$ cat config.mk
export PLATFORM = sky130hd
export DESIGN_NAME = vau_sqrt
export DESIGN_NICKNAME = d
export VERILOG_FILES = /design/src/design/vau_pkg.sv /design/src/design/vau_sqrt.sv
export SDC_FILE = /design/constraint.sdc
export NUM_CORES = 2
export LEC_CHECK = 0
export ABC_CLOCK_PERIOD_IN_PS = 29400
export BUFFER_PORTS_ARGS = -buffer_cell sky130_fd_sc_hd__buf_4
export CAP_MARGIN = 20
export CORE_ASPECT_RATIO = 1.4
export CORE_MARGIN = 1.5
export CORE_UTILIZATION = 40
export DETAILED_ROUTE_END_ITERATION = 12
export GPL_ROUTABILITY_DRIVEN = 1
export SKIP_CTS_REPAIR_TIMING = 1
export SYNTH_ARGS = -nofsm -noshare
export SYNTH_HDL_FRONTEND = slang
export SYNTH_SLANG_ARGS = --single-unit
export TNS_END_PERCENT = 30
$ cat constraint.sdc
create_clock -name clk -period 29.4 [get_ports clk]
set_input_delay 5.88 -clock clk [delete_from_list [all_inputs] [get_ports clk]]
set_output_delay 5.88 -clock clk [all_outputs]
set_load 0.02 [all_outputs]
$ cat src/design/vau_pkg.sv
// ----------------------------------------------------------------------------
// Vector arithmetic unit package
// Command codes, pipeline payload types and the per-stage step functions of
// the square root and divider pipelines.
// ----------------------------------------------------------------------------
package vau_pkg;

  // Command codes.
  localparam logic [2:0] CMD_ADD   = 3'd0;
  localparam logic [2:0] CMD_SUB   = 3'd1;
  localparam logic [2:0] CMD_DOT   = 3'd2;
  localparam logic [2:0] CMD_CROSS = 3'd3;
  localparam logic [2:0] CMD_SCALE = 3'd4;
  localparam logic [2:0] CMD_LEN   = 3'd5;
  localparam logic [2:0] CMD_NORM  = 3'd6;

  // Square root pipeline: 32 root bits, four per stage.
  localparam int SQ_STEPS  = 4;
  localparam int SQ_STAGES = 8;

  // Divider pipeline: 20 quotient bits, four per stage.
  localparam int DV_STEPS  = 4;
  localparam int DV_STAGES = 5;
  localparam int QW        = DV_STEPS * DV_STAGES;

  // Results that are settled ahead of the root, carried down the pipe.
  typedef struct packed {
    logic [2:0]         cmd;
    logic signed [31:0] ax;
    logic signed [31:0] ay;
    logic signed [31:0] az;
    logic signed [31:0] rx;
    logic signed [31:0] ry;
    logic signed [31:0] rz;
    logic signed [63:0] scalar;
    logic               sat;
  } side_t;

  // Square root working state.
  typedef struct packed {
    logic [33:0] rem;
    logic [31:0] root;
    logic [63:0] opnd;
  } sq_t;

  // Divider working state for one component.
  typedef struct packed {
    logic [31:0]   rem;
    logic [QW-1:0] bits;
    logic [QW-1:0] quo;
  } dv_t;

  // Clamp a wide signed value to 32 bits; the top bit flags a clamp.
  function automatic logic [32:0] sat32(input logic signed [65:0] v);
    if (v > 66'sd2147483647) begin
      return {1'b1, 32'h7fff_ffff};
    end else if (v < -66'sd2147483648) begin
      return {1'b1, 32'h8000_0000};
    end else begin
      return {1'b0, v[31:0]};
    end
  endfunction

  // Four digit-by-digit square root steps, two operand bits each.
  function automatic sq_t sqrt_stage(input sq_t s);
    sq_t         t;
    logic [34:0] rem2;
    logic [34:0] trial;
    t = s;
    for (int k = 0; k < SQ_STEPS; k++) begin
      rem2  = {t.rem[32:0], t.opnd[63:62]};
      trial = {1'b0, t.root, 2'b01};
      if (rem2 >= trial) begin
        t.rem  = 34'(rem2 - trial);
        t.root = {t.root[30:0], 1'b1};
      end else begin
        t.rem  = rem2[33:0];
        t.root = {t.root[30:0], 1'b0};
      end
      t.opnd = {t.opnd[61:0], 2'b00};
    end
    return t;
  endfunction

  // Four restoring division steps, one quotient bit each.
  function automatic dv_t div_stage(input dv_t s, input logic [31:0] d);
    dv_t         t;
    logic [32:0] r2;
    t = s;
    for (int k = 0; k < DV_STEPS; k++) begin
      r2 = {t.rem, t.bits[QW-1]};
      if (r2 >= {1'b0, d}) begin
        t.rem = 32'(r2 - {1'b0, d});
        t.quo = {t.quo[QW-2:0], 1'b1};
      end else begin
        t.rem = r2[31:0];
        t.quo = {t.quo[QW-2:0], 1'b0};
      end
      t.bits = {t.bits[QW-2:0], 1'b0};
    end
    return t;
  endfunction

endpackage

$ cat src/design/vau_sqrt.sv
// ----------------------------------------------------------------------------
// Vector arithmetic square root pipeline
// Integer square root of a 64-bit sum of squares, four root bits per stage.
// ----------------------------------------------------------------------------
module vau_sqrt (
  input  logic            clk,
  input  logic            rst,
  input  logic            in_valid,
  input  logic [63:0]     sumsq,
  input  vau_pkg::side_t  in_side,
  output logic            out_valid,
  output logic [31:0]     root,
  output vau_pkg::side_t  out_side
);

  logic [vau_pkg::SQ_STAGES:0] vld;
  vau_pkg::sq_t                st [vau_pkg::SQ_STAGES+1];
  vau_pkg::side_t              sd [vau_pkg::SQ_STAGES+1];

  // Pipe entry.
  assign vld[0]     = in_valid;
  assign st[0].rem  = '0;
  assign st[0].root = '0;
  assign st[0].opnd = sumsq;
  assign sd[0]      = in_side;

  // Root stages.
  for (genvar k = 0; k < vau_pkg::SQ_STAGES; k++) begin : g_stage
    always_ff @(posedge clk) begin
      if (rst) begin
        vld[k+1] <= 1'b0;
      end else begin
        vld[k+1] <= vld[k];
      end
      st[k+1] <= vau_pkg::sqrt_stage(st[k]);
      sd[k+1] <= sd[k];
    end
  end

  assign out_valid = vld[vau_pkg::SQ_STAGES];
  assign root      = st[vau_pkg::SQ_STAGES].root;
  assign out_side  = sd[vau_pkg::SQ_STAGES];

endmodule

==> summary.txt <==
Outcome
  • Status: completed

Worst setup path
  • Req. time, crit path: 30.14 ns
  • Worst R2R Path Depth: 53
  • Setup Crit Path Kind: flop to flop
  • Largest stage delay on the critical path: 0.85 ns
  • Most common cell on crit path: a21oi_1
  • Crit path DAT: 16.72 ns
  • Slowest CP cell: o31ai_1
  • CP max FO: 52
  • Startpoint Class: flop
  • Worst setup EP type: flop

Pwr
  • Net Sw Frac: 0.342
  • Clk pwr share: 0.302
  • Post-route total power: 10.7 mW
  • Psw: 3.65 mW
  • Pwr Density: 91.6 nW/um2
  • Max IR drop VDD: 0.0000628 V
  • P_int: 7.01 mW
  • Combinational share of power: 0.306
  • LEAKAGE: 51.6 nW
  • Seq pwr share: 0.392

Timing
  • Hold violation count in the final report: 0
  • Rel. slew slack: 0.231
  • Final Skew: 0.0530 ns
  • Pins Over Slew Limit: 0
  • Max frequency: 62.6 MHz
  • RSZ-0062 raised after global routing: no
  • Endpoints failing setup: 0
  • Tmin final: 15.98 ns
  • Fin Setup TNS: 0 ns
  • Worst Tran Pin Value: 1.14 ns
  • Period utilisation layout: 0.544
  • Final worst-path setup slack: 13.42 ns

Synth
  • Adder-cell share of the synthesized area: 0.0687
  • Fraction of registers with async set or reset after synthesis: 0
  • Combinational family with the most area after synthesis: compound AO/OA/AOI/OAI gates
  • Synth cell types: 122
  • Synth Area in Compound Gates: 0.145
  • XOR/XNOR Fraction of Synth Area: 0.0628
  • Post-synth top flop: dfxtp_1
  • Syn Inst Count: 10100
  • Sequential element share of the synthesized area: 0.527
  • Synthesized flop and latch total: 2687
  • Mapped Area: 102000 um2
  • Post-synth EDFFs: 0
  • Multiplexer area fraction after synthesis: 0.0133
  • Simple-Gate Fraction of Synth Area: 0.137
  • Synthesis Warnings: 0
  • Syn Area/Cell: 10.1 um2

Cells and area
  • Final Net Count: 11400
  • Share of layout cells above drive strength 1: 0.125
  • Fin area: 116000 um2
  • Final Util: 0.458
  • Area growth syn-to-layout: 14.0%
  • Commonest non-fill, non-tap cell in the layout: dfxtp_1
  • Commonest cells after routing, fill and taps aside: 2687 x dfxtp_1, 711 x a21oi_1, 700 x nand2_1
  • Fillers: 23700

Clock network
  • Later-pin clock latency in the skew report: 0.91 ns
  • Clk slew on worst S/H paths: 0.07 ns
  • Clock Tree Root: clkbuf_16
  • H-tree depth: 4
  • CTS tree: done
  • Clk buf depth: 4
  • TritonCTS Buffers: 241
  • CTS Sinks: 2687

Floorplanning
  • Num ports: 620
  • Die Ht: 601 um
  • Die W: 430 um
  • FP Rows: 219
  • Core box area: 254000 um2
  • Starting Density: 0.402
  • Die area: 258000 um2

Global route
  • Number of global-route vias before repair: 73400
  • Initial antenna violation count: 12
  • Grt total ovfl: 0
  • Largest net degree at the start of global routing: 53
  • Wire length of the first global-routing pass: 437000 um
  • GRT Overall Usage: 0.219

Drt
  • First-pass iteration count of the detailed router: 6
  • Remaining DRCs: 0
  • Final wirelength: 294000 um
  • Antenna viol nets, final: 0
  • WL/cell: 21.0 um
  • Post-DR vias/cell: 5.27
  • 1st-iter DRT viols: 4596
  • DR vias: 73600

Placement
  • Placed cell area: 108000 um2
  • HPWL Detailed: 232000 um
  • Place WS: 13.81 ns
  • Number of buffers added on ports: 619
  • GP Congestion: 0.997

Run
  • # Max-Cap Violations: 0

Min path
  • Worst hold-check path type: flop to flop
  • Depth of the worst hold-timing path: 0
## final timing paths
check,startpoint,to,slack [ns]
worst min-delay path,sd[1359],sd[1099],0.28
worst max-delay path,st[347],st[253],13.42
worst min register to register,sd[1359],sd[1099],0.28
worst max register to register,st[347],st[253],13.42
## layout make-up
type | count | area [um2] | area share
inverters | 369 | 1390 | 0.0119
well taps | 3315 | 4150 | 0.0357
clock inverters | 116 | 1500 | 0.0129
flip-flops and latches | 2687 | 53800 | 0.462
diodes | 4 | 10.0 | 0.0000860
repair buffers | 672 | 5060 | 0.0435
clock buffers | 324 | 6810 | 0.0586
multi-input cells | 6496 | 43600 | 0.375
## worst max-delay path: cells and delay by family, from the launching register on
kind | cells | cell delay (ns)
AO/OA/AOI/OAI | 18 | 5.40
AND/OR/NAND/NOR | 19 | 4.58
buffers and inverters | 10 | 2.93
adder cells (fa/ha/maj) | 4 | 1.77
flip-flops | 1 | 0.42
XOR/XNOR | 1 | 0.36
multiplexers | 1 | 0.30
## through the flow
| stage | hold slack [ns] | instances |
|---|---|---|
| 2_1_floorplan | 0.310 | 10100 |
| 3_3_place_gp | 0.309 | 13500 |
| 3_5_place_dp | 0.312 | 13500 |
| 4_1_cts | 0.261 | 14000 |
| 5_1_grt | 0.263 | 14000 |
| 6_report | 0.275 | 14000 |
## layer usage
layer  vias to the layer above  track usage  share of wire
met3                       755       0.0294          0.043
met1                     34700        0.223           0.36
met5                         -            0       0.000085
li1                      35900            -              -
met2                      2227        0.417           0.52
met4                         4        0.135          0.069
## cell usage after synthesis, types with 19 or more instances
cell / number / share of area
xnor2_1: 466 / 0.040
nand2b_1: 101 / 0.0062
o2111ai_1: 24 / 0.0021
or2_2: 60 / 0.0037
dfxtp_1: 2687 / 0.53
nand4b_1: 19 / 0.0016
nand3_1: 208 / 0.010
a21oi_1: 711 / 0.035
a211o_1: 21 / 0.0018
or4_1: 41 / 0.0030
buf_4: 296 / 0.022
nor2_1: 696 / 0.026
a21o_1: 321 / 0.024
o31ai_1: 66 / 0.0049
o21a_1: 73 / 0.0054
nand2_1: 700 / 0.026
nor4b_1: 31 / 0.0027
inv_1: 359 / 0.013
o31a_1: 35 / 0.0030
and4_1: 28 / 0.0024
o211ai_1: 58 / 0.0043
nor2b_1: 103 / 0.0063
buf_1: 30 / 0.0011
nor3b_1: 34 / 0.0025
mux2_2: 88 / 0.0097
nor3_1: 200 / 0.0098
nor4_1: 112 / 0.0069
clkbuf_1: 187 / 0.0069
o21bai_1: 78 / 0.0057
a211oi_1: 55 / 0.0040
a21boi_0: 26 / 0.0019
and3_1: 91 / 0.0056
a31oi_1: 91 / 0.0056
a2111oi_0: 21 / 0.0018
ha_1: 560 / 0.069
nand4_1: 134 / 0.0082
buf_2: 28 / 0.0014
o21ai_0: 460 / 0.023
xor2_1: 265 / 0.023
and2_1: 55 / 0.0034
a31o_2: 31 / 0.0027
or3_1: 75 / 0.0046
mux2i_1: 34 / 0.0033
## power groups by stage
stage	combinational (mW)	sequential, mW	clock (mW)
finish	3.27	4.18	3.22
global route	3.54	4.20	3.47
global placement	3.19	4.25	0
floorplan	2.34	4.12	0
CTS	3.22	4.17	3.33
detailed placement	3.20	4.25	0
## registers in the layout, indices dropped and copies added, names as in the netlist
signal	count
root	32
vld	7
sd	1820
out_valid	1
out_side	260
st	567
## logic make-up after synthesis
family          count (synthesis)
compound gates               2301
buf+inv                       918
flops                        2687
mux                           124
simple gates                 2776
fa+ha+maj                     560
xor+xnor                      731
other cells                     1
No activity file was read; power rests on OpenSTA's default activity.
